[config.mk]
export PLATFORM = sky130hd
export DESIGN_NAME = positional_pid_with_clamps_flat
export DESIGN_NICKNAME = d
export VERILOG_FILES = /design/src/sv/pwpid_pkg.sv /design/src/sv/pwpid_if.sv /design/src/sv/pwpid_out_fmt.sv /design/src/sv/positional_pid_with_clamps.sv /design/src/flat_wrapper.sv
export SDC_FILE = /design/constraint.sdc
export NUM_CORES = 2
export LEC_CHECK = 0
export BUFFER_PORTS_ARGS = -buffer_cell sky130_fd_sc_hd__clkbuf_2
export CORE_MARGIN = 5
export CORE_UTILIZATION = 35
export DETAILED_ROUTE_END_ITERATION = 8
export HOLD_SLACK_MARGIN = 0.06
export MAX_ROUTING_LAYER = met4
export PLACE_DENSITY_LB_ADDON = 0.2
export RECOVER_POWER = 50
export SETUP_SLACK_MARGIN = 0.3
export SLEW_MARGIN = 20
export SYNTH_ARGS = -nofsm -noshare
export SYNTH_HDL_FRONTEND = slang
export SYNTH_SLANG_ARGS = --single-unit
[constraint.sdc]
create_clock -name clk -period 10 [get_ports clk]
set_input_delay 0.5 -clock clk [delete_from_list [all_inputs] [get_ports clk]]
set_output_delay 0.5 -clock clk [all_outputs]
set_load 0.005 [all_outputs]
[src/sv/pwpid_pkg.sv]
// Shared types and constants for the positional PID controller.
package pwpid_pkg;

    localparam int GAIN_W     = 16;
    localparam int LIMIT_W    = 31;
    localparam int SUM_W      = 32;
    localparam int OUT_W      = 32;
    localparam int CFG_IDX_W  = 3;
    localparam int CFG_DATA_W = 32;

    // Register indexes on the configuration channel
    localparam logic [CFG_IDX_W-1:0] CFG_KP       = 3'd0;
    localparam logic [CFG_IDX_W-1:0] CFG_KI       = 3'd1;
    localparam logic [CFG_IDX_W-1:0] CFG_KD       = 3'd2;
    localparam logic [CFG_IDX_W-1:0] CFG_ILIM     = 3'd3;
    localparam logic [CFG_IDX_W-1:0] CFG_OLIM     = 3'd4;
    localparam logic [CFG_IDX_W-1:0] CFG_ILIM_EN  = 3'd5;
    localparam logic [CFG_IDX_W-1:0] CFG_OLIM_EN  = 3'd6;

    // Input word commands
    localparam logic CMD_STEP  = 1'b0;
    localparam logic CMD_CLEAR = 1'b1;

    typedef struct packed {
        logic signed [GAIN_W-1:0] kp;
        logic signed [GAIN_W-1:0] ki;
        logic signed [GAIN_W-1:0] kd;
        logic [LIMIT_W-1:0]       ilim;
        logic [LIMIT_W-1:0]       olim;
        logic                     ilim_en;
        logic                     olim_en;
    } pwpid_cfg_t;

    typedef struct packed {
        logic [LIMIT_W-1:0] olim;
        logic               olim_en;
        logic               clear;
    } pwpid_fmt_ctl_t;

endpackage

[src/sv/pwpid_if.sv]
// Handshake interfaces for the sample, result and configuration channels.
interface pwpid_sample_if #(
    parameter int SAMPLE_WIDTH = 16
);
    logic                           valid;
    logic                           ready;
    logic                           command;
    logic signed [SAMPLE_WIDTH-1:0] target_value;
    logic signed [SAMPLE_WIDTH-1:0] measured_value;

    modport source (output valid, output command, output target_value,
                    output measured_value, input ready);
    modport sink   (input valid, input command, input target_value,
                    input measured_value, output ready);
endinterface

interface pwpid_result_if;
    logic               valid;
    logic               ready;
    logic signed [31:0] control_value;
    logic               output_clamped;

    modport source (output valid, output control_value, output output_clamped,
                    input ready);
    modport sink   (input valid, input control_value, input output_clamped,
                    output ready);
endinterface

interface pwpid_cfg_if;
    logic        valid;
    logic        ready;
    logic [2:0]  index;
    logic [31:0] data;

    modport source (output valid, output index, output data, input ready);
    modport sink   (input valid, input index, input data, output ready);
endinterface

[src/sv/pwpid_out_fmt.sv]
// Output formatting: drop the gain fraction toward zero, then clamp or saturate.
module pwpid_out_fmt
    import pwpid_pkg::*;
#(
    parameter int ACC_W     = 52,
    parameter int FRAC_BITS = 8
) (
    input  logic signed [ACC_W-1:0] acc,
    input  pwpid_fmt_ctl_t          ctl,
    output logic signed [OUT_W-1:0] control_value,
    output logic                    output_clamped
);

    localparam logic signed [ACC_W-1:0] BIAS =
        ACC_W'((64'sd1 <<< FRAC_BITS) - 64'sd1);
    localparam logic signed [ACC_W-1:0] MAX32 =
        {{(ACC_W-31){1'b0}}, {31{1'b1}}};
    localparam logic signed [ACC_W-1:0] MIN32 =
        {{(ACC_W-31){1'b1}}, {31{1'b0}}};

    logic signed [ACC_W-1:0] biased;
    logic signed [ACC_W-1:0] trunc;
    logic signed [ACC_W-1:0] lim;
    logic signed [ACC_W-1:0] neg_lim;
    logic signed [ACC_W-1:0] clamped;
    logic                    hit;

    always_comb
    begin
        // Bias negative values so the arithmetic shift rounds toward zero
        biased  = acc + (acc[ACC_W-1] ? BIAS : '0);
        trunc   = biased >>> FRAC_BITS;
        lim     = {{(ACC_W-LIMIT_W){1'b0}}, ctl.olim};
        neg_lim = -lim;
        clamped = trunc;
        hit     = 1'b0;
        if (ctl.olim_en)
        begin
            if (trunc > lim)
            begin
                clamped = lim;
                hit     = 1'b1;
            end
            else if (trunc < neg_lim)
            begin
                clamped = neg_lim;
                hit     = 1'b1;
            end
        end
        else
        begin
            if (trunc > MAX32)
            begin
                clamped = MAX32;
                hit     = 1'b1;
            end
            else if (trunc < MIN32)
            begin
                clamped = MIN32;
                hit     = 1'b1;
            end
        end
        if (ctl.clear)
        begin
            control_value  = '0;
            output_clamped = 1'b0;
        end
        else
        begin
            control_value  = clamped[OUT_W-1:0];
            output_clamped = hit;
        end
    end

endmodule

[src/sv/positional_pid_with_clamps.sv]
// Positional PID controller with integral and output clamps (top level).
//
// Each sample word forms error = target_value - measured_value, adds it to a
// running error sum (saturated at signed 32 bits, then optionally clamped to
// +/- integral_limit) and returns kp*e + ki*sum + kd*(e - previous e) with
// signed Q8.8 gains, the fraction dropped toward zero, clamped to
// +/- output_limit when enabled or saturated at signed 32 bits otherwise;
// output_clamped flags either case. When the error strictly changes sign the
// sum restarts from zero after the output is formed. A clear command zeroes
// the sum and the previous error and returns a zero word. The block accepts
// one sample word per cycle while the pipe is not full behind a waiting
// result. The pipeline is: input register, error and sum update (the
// error-sum feedback loop closes in this one stage, one 33-bit add, saturate
// and clamp per cycle), three gain multipliers, product sum, truncate and
// clamp into the result register. Each stage holds when the next one is full
// and cannot pass its word on, so a waiting result does not block new samples
// until the pipe fills. Configuration writes are taken every cycle and must be
// issued while no sample is in flight.
module positional_pid_with_clamps
    import pwpid_pkg::*;
#(
    parameter int SAMPLE_WIDTH   = 16,
    parameter int GAIN_FRAC_BITS = 8
) (
    input  logic           clk,
    input  logic           rst_n,
    pwpid_cfg_if.sink      cfg,
    pwpid_sample_if.sink   sample,
    pwpid_result_if.source result
);

    localparam int EW  = SAMPLE_WIDTH + 1;             // error
    localparam int DW  = SAMPLE_WIDTH + 2;             // error difference
    localparam int AW  = ((EW > SUM_W) ? EW : SUM_W) + 1;
    localparam int PPW = GAIN_W + EW;
    localparam int PIW = GAIN_W + SUM_W;
    localparam int PDW = GAIN_W + DW;
    localparam int PW  = ((PIW > PDW) ? PIW : PDW) + 2;

    localparam logic signed [AW-1:0] SUM_MAX = {{(AW-31){1'b0}}, {31{1'b1}}};
    localparam logic signed [AW-1:0] SUM_MIN = {{(AW-31){1'b1}}, {31{1'b0}}};

    // ---------------- configuration registers ----------------
    pwpid_cfg_t cfg_reg;

    assign cfg.ready = 1'b1;

    always_ff @(posedge clk or negedge rst_n)
    begin
        if (!rst_n)
        begin
            cfg_reg.kp      <= '0;
            cfg_reg.ki      <= '0;
            cfg_reg.kd      <= '0;
            cfg_reg.ilim    <= '1;
            cfg_reg.olim    <= '1;
            cfg_reg.ilim_en <= 1'b0;
            cfg_reg.olim_en <= 1'b0;
        end
        else if (cfg.valid)
        begin
            case (cfg.index)
                CFG_KP:      cfg_reg.kp      <= cfg.data[GAIN_W-1:0];
                CFG_KI:      cfg_reg.ki      <= cfg.data[GAIN_W-1:0];
                CFG_KD:      cfg_reg.kd      <= cfg.data[GAIN_W-1:0];
                CFG_ILIM:    cfg_reg.ilim    <= cfg.data[LIMIT_W-1:0];
                CFG_OLIM:    cfg_reg.olim    <= cfg.data[LIMIT_W-1:0];
                CFG_ILIM_EN: cfg_reg.ilim_en <= cfg.data[0];
                CFG_OLIM_EN: cfg_reg.olim_en <= cfg.data[0];
                default:     ;  // writes beyond the register list are dropped
            endcase
        end
    end

    // ---------------- pipeline flow control ----------------
    logic s1_valid_reg, s2_valid_reg, s3_valid_reg, s4_valid_reg, out_valid_reg;
    logic s1_ready, s2_ready, s3_ready, s4_ready, out_ready;
    logic s1_adv, s2_adv, s3_adv, s4_adv;

    // A stage may load when it is empty or its word moves on this cycle
    assign out_ready = !out_valid_reg || result.ready;
    assign s4_ready  = !s4_valid_reg || out_ready;
    assign s3_ready  = !s3_valid_reg || s4_ready;
    assign s2_ready  = !s2_valid_reg || s3_ready;
    assign s1_ready  = !s1_valid_reg || s2_ready;

    assign s1_adv = s1_valid_reg && s2_ready;
    assign s2_adv = s2_valid_reg && s3_ready;
    assign s3_adv = s3_valid_reg && s4_ready;
    assign s4_adv = s4_valid_reg && out_ready;

    assign sample.ready = s1_ready;

    always_ff @(posedge clk or negedge rst_n)
    begin
        if (!rst_n)
        begin
            s1_valid_reg  <= 1'b0;
            s2_valid_reg  <= 1'b0;
            s3_valid_reg  <= 1'b0;
            s4_valid_reg  <= 1'b0;
            out_valid_reg <= 1'b0;
        end
        else
        begin
            if (s1_ready)  s1_valid_reg  <= sample.valid;
            if (s2_ready)  s2_valid_reg  <= s1_adv;
            if (s3_ready)  s3_valid_reg  <= s2_adv;
            if (s4_ready)  s4_valid_reg  <= s3_adv;
            if (out_ready) out_valid_reg <= s4_adv;
        end
    end

    // ---------------- stage 1: input register ----------------
    logic                           s1_clear_reg;
    logic signed [SAMPLE_WIDTH-1:0] s1_target_reg;
    logic signed [SAMPLE_WIDTH-1:0] s1_measured_reg;

    always_ff @(posedge clk)
    begin
        if (s1_ready)
        begin
            s1_clear_reg    <= (sample.command == CMD_CLEAR);
            s1_target_reg   <= sample.target_value;
            s1_measured_reg <= sample.measured_value;
        end
    end

    // ---------------- error and sum update (feedback state) ----------------
    logic signed [SUM_W-1:0] esum_reg, esum_next;
    logic signed [EW-1:0]    prev_reg, prev_next;
    logic signed [EW-1:0]    err;
    logic signed [DW-1:0]    err_diff;
    logic signed [AW-1:0]    sum_raw;
    logic signed [SUM_W-1:0] sum_sat;
    logic signed [SUM_W:0]   sum_wide;
    logic signed [SUM_W:0]   ilim_pos;
    logic signed [SUM_W:0]   ilim_neg;
    logic signed [SUM_W-1:0] sum_clamped;
    logic                    sign_flip;

    always_comb
    begin
        err      = EW'(s1_target_reg) - EW'(s1_measured_reg);
        err_diff = DW'(err) - DW'(prev_reg);
        sum_raw  = AW'(esum_reg) + AW'(err);

        // Saturate at signed 32 bits before the optional clamp
        if (sum_raw > SUM_MAX)
            sum_sat = SUM_MAX[SUM_W-1:0];
        else if (sum_raw < SUM_MIN)
            sum_sat = SUM_MIN[SUM_W-1:0];
        else
            sum_sat = sum_raw[SUM_W-1:0];

        sum_wide    = (SUM_W+1)'(sum_sat);
        ilim_pos    = {2'b00, cfg_reg.ilim};
        ilim_neg    = -ilim_pos;
        sum_clamped = sum_sat;
        if (cfg_reg.ilim_en)
        begin
            if (sum_wide > ilim_pos)
                sum_clamped = ilim_pos[SUM_W-1:0];
            else if (sum_wide < ilim_neg)
                sum_clamped = ilim_neg[SUM_W-1:0];
        end

        // Strict sign change only: a zero on either side never counts
        sign_flip = (err != '0) && (prev_reg != '0)
                    && (err[EW-1] != prev_reg[EW-1]);

        if (s1_clear_reg)
        begin
            esum_next = '0;
            prev_next = '0;
        end
        else
        begin
            esum_next = sign_flip ? '0 : sum_clamped;
            prev_next = err;
        end
    end

    always_ff @(posedge clk or negedge rst_n)
    begin
        if (!rst_n)
        begin
            esum_reg <= '0;
            prev_reg <= '0;
        end
        else if (s1_adv)
        begin
            esum_reg <= esum_next;
            prev_reg <= prev_next;
        end
    end

    // ---------------- stage 2: operands for the gains ----------------
    logic                    s2_clear_reg;
    logic signed [EW-1:0]    s2_err_reg;
    logic signed [SUM_W-1:0] s2_sum_reg;
    logic signed [DW-1:0]    s2_diff_reg;

    always_ff @(posedge clk)
    begin
        if (s2_ready)
        begin
            s2_clear_reg <= s1_clear_reg;
            s2_err_reg   <= err;
            s2_sum_reg   <= sum_clamped;  // the output uses the sum before reset
            s2_diff_reg  <= err_diff;
        end
    end

    // ---------------- stage 3: gain products ----------------
    logic                  s3_clear_reg;
    logic signed [PPW-1:0] s3_p_reg;
    logic signed [PIW-1:0] s3_i_reg;
    logic signed [PDW-1:0] s3_d_reg;

    always_ff @(posedge clk)
    begin
        if (s3_ready)
        begin
            s3_clear_reg <= s2_clear_reg;
            s3_p_reg     <= PPW'(cfg_reg.kp) * PPW'(s2_err_reg);
            s3_i_reg     <= PIW'(cfg_reg.ki) * PIW'(s2_sum_reg);
            s3_d_reg     <= PDW'(cfg_reg.kd) * PDW'(s2_diff_reg);
        end
    end

    // ---------------- stage 4: exact sum of products ----------------
    logic                 s4_clear_reg;
    logic signed [PW-1:0] s4_acc_reg;

    always_ff @(posedge clk)
    begin
        if (s4_ready)
        begin
            s4_clear_reg <= s3_clear_reg;
            s4_acc_reg   <= PW'(s3_p_reg) + PW'(s3_i_reg) + PW'(s3_d_reg);
        end
    end

    // ---------------- truncate, clamp, result register ----------------
    pwpid_fmt_ctl_t          fmt_ctl;
    logic signed [OUT_W-1:0] fmt_value;
    logic                    fmt_clamped;
    logic signed [OUT_W-1:0] out_value_reg;
    logic                    out_clamped_reg;

    assign fmt_ctl.olim    = cfg_reg.olim;
    assign fmt_ctl.olim_en = cfg_reg.olim_en;
    assign fmt_ctl.clear   = s4_clear_reg;

    pwpid_out_fmt #(
        .ACC_W     (PW),
        .FRAC_BITS (GAIN_FRAC_BITS)
    ) u_out_fmt (
        .acc            (s4_acc_reg),
        .ctl            (fmt_ctl),
        .control_value  (fmt_value),
        .output_clamped (fmt_clamped)
    );

    always_ff @(posedge clk)
    begin
        if (out_ready)
        begin
            out_value_reg   <= fmt_value;
            out_clamped_reg <= fmt_clamped;
        end
    end

    assign result.valid          = out_valid_reg;
    assign result.control_value  = out_value_reg;
    assign result.output_clamped = out_clamped_reg;

    // ---------------- assertions ----------------
    // A clear leaving the update stage must leave both state words at zero
    assert property (@(posedge clk) disable iff (!rst_n)
        s1_adv && s1_clear_reg |=> esum_reg == '0 && prev_reg == '0)
        else $error("state not cleared after clear command");

    // A strict sign change restarts the error sum
    assert property (@(posedge clk) disable iff (!rst_n)
        s1_adv && !s1_clear_reg && sign_flip |=> esum_reg == '0)
        else $error("error sum not reset on sign change");

    // An empty input stage always takes a new word
    assert property (@(posedge clk) disable iff (!rst_n)
        !s1_valid_reg |-> sample.ready)
        else $error("input stalled while the input stage is empty");

    // The state changes only when a word leaves the update stage
    assert property (@(posedge clk) disable iff (!rst_n)
        !s1_adv |=> $stable(esum_reg) && $stable(prev_reg))
        else $error("feedback state changed without an accepted word");

endmodule
[src/flat_wrapper.sv]
// flat-port wrapper written by rule: the top's interface ports become plain ports
module positional_pid_with_clamps_flat import pwpid_pkg::*;
#(
    parameter int SAMPLE_WIDTH   = 16,
    parameter int GAIN_FRAC_BITS = 8
)
  (clk, rst_n, cfg_valid, cfg_index, cfg_data, cfg_ready, sample_valid, sample_command, sample_target_value, sample_measured_value, sample_ready, result_valid, result_control_value, result_output_clamped, result_ready);
  pwpid_cfg_if cfg_i ();
  pwpid_sample_if #(.SAMPLE_WIDTH(SAMPLE_WIDTH)) sample_i ();
  pwpid_result_if result_i ();
  input  logic clk;
  input  logic rst_n;
  input wire logic [$bits(cfg_i.valid)-1:0] cfg_valid;
  input wire logic [$bits(cfg_i.index)-1:0] cfg_index;
  input wire logic [$bits(cfg_i.data)-1:0] cfg_data;
  output wire logic [$bits(cfg_i.ready)-1:0] cfg_ready;
  input wire logic [$bits(sample_i.valid)-1:0] sample_valid;
  input wire logic [$bits(sample_i.command)-1:0] sample_command;
  input wire logic [$bits(sample_i.target_value)-1:0] sample_target_value;
  input wire logic [$bits(sample_i.measured_value)-1:0] sample_measured_value;
  output wire logic [$bits(sample_i.ready)-1:0] sample_ready;
  output wire logic [$bits(result_i.valid)-1:0] result_valid;
  output wire logic [$bits(result_i.control_value)-1:0] result_control_value;
  output wire logic [$bits(result_i.output_clamped)-1:0] result_output_clamped;
  input wire logic [$bits(result_i.ready)-1:0] result_ready;
  assign cfg_i.valid = cfg_valid;
  assign cfg_i.index = cfg_index;
  assign cfg_i.data = cfg_data;
  assign cfg_ready = cfg_i.ready;
  assign sample_i.valid = sample_valid;
  assign sample_i.command = sample_command;
  assign sample_i.target_value = sample_target_value;
  assign sample_i.measured_value = sample_measured_value;
  assign sample_ready = sample_i.ready;
  assign result_valid = result_i.valid;
  assign result_control_value = result_i.control_value;
  assign result_output_clamped = result_i.output_clamped;
  assign result_i.ready = result_ready;
  positional_pid_with_clamps #(.SAMPLE_WIDTH(SAMPLE_WIDTH), .GAIN_FRAC_BITS(GAIN_FRAC_BITS)) u_core (.clk(clk), .rst_n(rst_n), .cfg(cfg_i), .sample(sample_i), .result(result_i));
endmodule
# After elaboration in Yosys (flattened, before gate mapping)
# Index checks and enable logic that the tools add are counted.
# totals
register_bits,467
in_bits,73
output_inout_bits,36
wordCells,100
# op_classes
add_sub_neg,8
multipliers,3
n_lt_le_gt_ge,8
eq_ne,7
mux,19
n_reduce_logical,26
# op_table
operator,n
32-bit 2-to-1 mux,12
49-bit by 34-bit adder with 50-bit output,1
50-bit by 8-bit adder with 50-bit output,1
42-bit by 50-bit less-than comparator with 1-bit output,1
31-bit negation with 50-bit output,1
33-bit by 48-bit adder with 49-bit output,1
16-bit by 32-bit multiplier with 48-bit output,1
42-bit by 32-bit greater-than comparator with 1-bit output,1
"42-bit by 32-bit greater-than comparator with 1-bit output, second input constant",1
"42-bit by 32-bit less-than comparator with 1-bit output, second input constant",1
16-bit by 18-bit multiplier with 34-bit output,1
17-bit nonzero test,2
32-bit by 17-bit adder with 33-bit output,1
"33-bit by 32-bit greater-than comparator with 1-bit output, second input constant",1
32-bit by 33-bit less-than comparator with 1-bit output,1
"33-bit by 32-bit less-than comparator with 1-bit output, second input constant",1
16-bit by 17-bit multiplier with 33-bit output,1
31-bit negation with 33-bit output,1
32-bit greater-than comparator,1
17-bit by 17-bit subtractor with 18-bit output,1
17-bit 2-to-1 mux,1
16-bit by 16-bit subtractor with 17-bit output,1
2-bit AND reduction,7
"3-bit equality test, second input constant",3
9 further kinds,27

# Logic depth before layout (Yosys ltp)
# logic_depth
word_depth,11
ltp_mapped,39
ltp_nobuf,33

# Modules after synthesis
# From an unflattened synthesis, not the netlist that was laid out.
# unflattened
cells_unflattened,6922
area_unflattened_um2,67833.8
# modules_own_cells
mod,n_inst,cells_each,area_per_inst_um2,seq_area_each_um2
positional_pid_with_clamps,1,6188,62915.3,13270.2
pwpid_out_fmt,1,734,4918.5,0.0

# Worst setup path after synthesis
# Ideal clock, no wire load.
# synth_path
path_type,reg-to-reg
from,register u_core.s1_target_reg[2]
to,"register u_core.s2_sum_reg[24], data pin"
setup_ns,0.255
arrival_time_ns,8.734
required_ns,9.745
slack_ns,1.011
path_stages_with_launch,35
path_buffers,4
synth_period_minus_slack_ns,8.989
cell_sequence,edfxtp_1 -> ha_1 -> nor2b_1 -> o31a_1 -> nor4_1 -> o31ai_1 -> a41oi_1 -> a21oi_1 -> o31ai_1 -> ha_1 -> clkbuf_1 -> a2111oi_0 -> o21ai_0 -> o21a_1 -> a32oi_1 -> nand2_1 -> a311oi_1 -> nor2_1 -> nand2_1 -> clkbuf_1 -> o21ai_0 -> ha_1 -> a21o_1 -> a21o_1 -> a211oi_1 -> o21ai_0 -> a2111oi_0 -> o311a_1 -> o221ai_1 -> and3_1 -> clkbuf_1 -> o21ai_2 -> buf_2 -> nand2_1 -> and2_1
# synth_via
elab_chain_len,9
elab_cells_between_ends,11
cone_classes,add/sub (2); order compare (4); mux (5)
# synth_lines
item,line_no,rtl
from (decl),positional_pid_with_clamps.sv:116,logic signed [SAMPLE_WIDTH-1:0] s1_target_reg;
from (signal assigned),positional_pid_with_clamps.sv:124,s1_target_reg <= sample.target_value;
16-bit by 16-bit subtractor with 17-bit output *,positional_pid_with_clamps.sv:144,err = EW'(s1_target_reg) - EW'(s1_measured_reg);
net u_core.err[16],positional_pid_with_clamps.sv:132,logic signed [EW-1:0] err;
32-bit by 17-bit adder with 33-bit output *,positional_pid_with_clamps.sv:146,sum_raw = AW'(esum_reg) + AW'(err);
33-bit by 32-bit less-than comparator with 1-bit output,positional_pid_with_clamps.sv:151,else if (sum_raw < SUM_MIN)
32-bit 2-to-1 mux,positional_pid_with_clamps.sv:151,
32-bit 2-to-1 mux *,positional_pid_with_clamps.sv:149,if (sum_raw > SUM_MAX)
32-bit by 33-bit less-than comparator with 1-bit output,positional_pid_with_clamps.sv:164,else if (sum_wide < ilim_neg)
32-bit 2-to-1 mux,positional_pid_with_clamps.sv:164,
32-bit 2-to-1 mux,positional_pid_with_clamps.sv:162,if (sum_wide > ilim_pos)
32-bit 2-to-1 mux *,positional_pid_with_clamps.sv:160,if (cfg_reg.ilim_en)
net u_core.sum_clamped[24],positional_pid_with_clamps.sv:139,logic signed [SUM_W-1:0] sum_clamped;
to (signal assigned),positional_pid_with_clamps.sv:210,s2_sum_reg <= sum_clamped;
to (decl),positional_pid_with_clamps.sv:201,logic signed [SUM_W-1:0] s2_sum_reg;
# The timed path passes the listed nets; every way through them passes the cells marked *.
# A chain may end at the register's enable or synchronous reset.

# Final worst setup path
# layout_path
from,register u_core.s1_measured_reg[0]
to,"register u_core.s2_sum_reg[18], data pin"
# layout_via
elab_chain_len,9
elab_cells_between_ends,11
cone_classes,add/sub (2); order compare (4); mux (5)
# layout_lines
item,line_no,rtl
from (decl),positional_pid_with_clamps.sv:117,logic signed [SAMPLE_WIDTH-1:0] s1_measured_reg;
from (signal assigned),positional_pid_with_clamps.sv:125,s1_measured_reg <= sample.measured_value;
16-bit by 16-bit subtractor with 17-bit output *,positional_pid_with_clamps.sv:144,
net u_core.err[16],positional_pid_with_clamps.sv:132,
32-bit by 17-bit adder with 33-bit output *,positional_pid_with_clamps.sv:146,
33-bit by 32-bit less-than comparator with 1-bit output,positional_pid_with_clamps.sv:151,
32-bit 2-to-1 mux,positional_pid_with_clamps.sv:151,
32-bit 2-to-1 mux *,positional_pid_with_clamps.sv:149,
32-bit by 33-bit less-than comparator with 1-bit output,positional_pid_with_clamps.sv:164,
32-bit 2-to-1 mux,positional_pid_with_clamps.sv:164,
32-bit 2-to-1 mux,positional_pid_with_clamps.sv:162,
32-bit 2-to-1 mux *,positional_pid_with_clamps.sv:160,
net u_core.sum_clamped[18],positional_pid_with_clamps.sv:139,
# Marked as above.

==> results.md <==
- Status: complete, but fails checks
- Failing checks: max-capacitance violations, max-slew violations
- Layout Skew: 40.23 ps
- Worst-path maximum fanout: 17
- H-tree depth: 2
- Largest net degree at the start of global routing: 78
- Sequential-to-total area share from yosys stat: between 10% and 20%
- Final WL: 209,300 um
- Main flop type after synthesis: edfxtp_1
- Vias per cell: slightly above 5
- Clock Tree Buf Depth: 3
- First-pass GRT wire length: roughly 320,000 um
- Register bit total from synthesis: 467
- Final-report max-slew violation count: 479
- CP max stage cell: a211oi_1
- Layout area overhead: 8.133%
- Final Core Density: 37.98%
- Vias in the first global route: 52,790
- Routed vias: 50,260
- Rows: 162
- Initial DRC Count: around 3,400
- Tightest Hold Check Type: in -> reg
- Clock transition at path regs: 70 ps
- Starting density of the core: between 30% and 40%
- Synth async-reset ratio: 35.55%
- Drt first pass iters: 5
- Worst stage delay on the critical path: ~500 ps
- IO Pins: 109
- Core area: 194,600 um^2
- CP delay by family, top: compound AO/OA/AOI/OAI gates
- DRC Markers: 0
- Later-pin clock latency in the skew report: 670 ps
- DR WL/cell: 21.62 um
- Layout cells sized above 1: around 6.3%
- Syn_nets: between 8,000 and 9,000
- RSZ-0062 raised after global routing: no
- Number of flip-flops in the largest register: 112
- Port Buf Inserts: around 110
- Detailed placement HPWL: 163,400 um
- Slew margin rel.: -151.7%
- Num Clock Sinks: 467
- Final critical-path share of the clock period: slightly above 90%
- Die Span X: 451.9 um
- Post-Route Setup TNS: 0 ps
- CTS tree: done
- Worst Tran Pin Value: 3775 ps
- Clk Tree Root Cell: clkbuf_16
- Synthesized cell area: 68,340 um^2
- Max frequency: 108.4 MHz
- WP buf/inv: 5
- Grt total ovfl: 0
- Final hold vios: 0
- Tmin final: 9228 ps
- Max-cap violation count: 11
- Post-synth EDFFs: 301
- Crit end category: flip-flop
- CP required: approximately 10,000 ps
- CP arrival: just under 10,000 ps
- GRT Util Overall: 21.31%
- YS warnings: 0
- Startpoint types: flip-flop
- Placement Cell Area: 71,600 um^2
- Worst path most repeated cell: a21o_1
- Cell count after synthesis: 7,082
- Avg Inst Size Synth: 9.649 um^2
- Antenna viol nets, final: 0
- Die area: between 200,000 and 250,000 um^2
- Layout Cells excl Fill: a little under 10,000
- WS Path Type: reg -> reg
- Routability congestion estimate: 0.8975
- Chip height: 451.9 um
- DP Cell Count: 9,519
- Yosys cell types: between 90 and 100
- Nets: roughly 8,800
- Fin area: 73,890 um^2
- Final setup viols: 0
- Num CTS Buffers: 58
- Initial antenna violation count: 36
-- layer usage --
metal / GRT usage, % / vias to the layer above / part of all wire, %
met1: 29.54 / 25770 / 46
li1: - / 22830 / -
met2: 32.84 / 1405 / 45
met4: 5.515 / 0 / 2.7
met3: 3.221 / 251 / 6.1
met5: - / - / 0
-- cell type report --
cell class	instances	area, um^2
flip-flops and latches	467	13280
inverters	1271	4771
well taps	2542	3181
repair buffers	210	1326
multi-input cells	5065	49360
diodes	21	52.55
clock inverters	32	317.8
fillers	19490	120700
clock buffers	76	1612
-- metrics by stage --
| step | hold WS (ps) | setup slack, ps |
|---|---|---|
| floorplan | 204.4 | 1011 |
| global placement | 416.5 | 249.7 |
| detailed placement | 439.3 | 120.0 |
| CTS | 84.26 | 310.0 |
| global route | 138.7 | 215.3 |
| finish | 154.8 | 771.7 |
-- cell usage after synthesis (136+ instances only) --
cell type | number | area share, %
nor2_1 | 200 | 1.1
o21ai_0 | 200 | 1.5
nand2_1 | 838 | 4.6
inv_1 | 1268 | 7.0
xnor2_1 | 234 | 3.0
clkbuf_1 | 259 | 1.4
a21o_1 | 136 | 1.5
edfxtp_1 | 301 | 13
ha_1 | 549 | 10
a21oi_1 | 247 | 1.8
and2_1 | 415 | 3.8
fa_1 | 1104 | 32
-- worst paths after layout --
check                                               start  slack, ps                    end  cells after the start
worst max register to register  u_core.s1_measured_reg[0]        770  u_core.s2_sum_reg[18]                     35
worst min-delay path                         sample_valid        150    u_core.s1_valid_reg                      2
min in group asynchronous                           rst_n       1710    u_core.prev_reg[12]                      2
worst min register to register        u_core.s3_valid_reg        460    u_core.s4_valid_reg                      1
worst max-delay path            u_core.s1_measured_reg[0]        770  u_core.s2_sum_reg[18]                     35
max in group asynchronous                           rst_n       3210     u_core.cfg_reg[89]                      3
-- kinds of logic (layout without fill, tap and decap cells) --
kind of cell | Yosys count | in the layout | synth area share [%]
and+or+nand+nor | 2009 | 2009 | 14.43
adders and majority gates | 1659 | 1659 | 42.48
buffers and inverters | 1551 | 1589 | 8.549
AOI/OAI and AO/OA | 999 | 1000 | 9.720
DFF | 467 | 467 | 19.42
xor gates and xnor gates | 302 | 302 | 3.871
muxes | 94 | 94 | 1.527
other | 1 | 22 | 0.005488
-- what timing repair did --
item                                   CTS  global route
pin swaps                                1             1
endpoints found under the hold margin   83             0
gates cloned                             1             0
resized for setup                        2             8
hold buffers                            33             0
setup buffers                            0             1
setup endpoints to repair               50            63
-- cells in the final DEF, fill, tap and decap left out, types with 37 or more instances in the layout --
cell       instances
xor2_1            68
a21o_1           136
nand2_1          835
nor2b_1           37
clkbuf_2          76
a21oi_1          246
a211oi_1          39
o21a_1            45
and2_1           412
nand3_1          107
ha_1             549
o21ai_0          200
inv_1           1267
dfstp_2           62
nand4_1           67
mux2_2            82
fa_1            1104
nor2_1           199
nor3_1            84
clkbuf_16         60
xnor2_1          234
nand2b_1         104
dfrtp_1           99
clkbuf_1          51
edfxtp_1         301
buf_4             58
-- worst register-to-register path: cells and delay by family, from the launching register on --
| family | cells | cell delay (ps) |
|---|---|---|
| AND/OR/NAND/NOR | 8 | 1740 |
| adder cells (fa/ha/maj) | 4 | 1350 |
| AO/OA/AOI/OAI | 18 | 4510 |
| flip-flops | 1 | 380 |
| buffers and inverters | 5 | 980 |
Power is not shown: default switching activity piles up to over one toggle a cycle in this logic, so the estimate is an artifact.
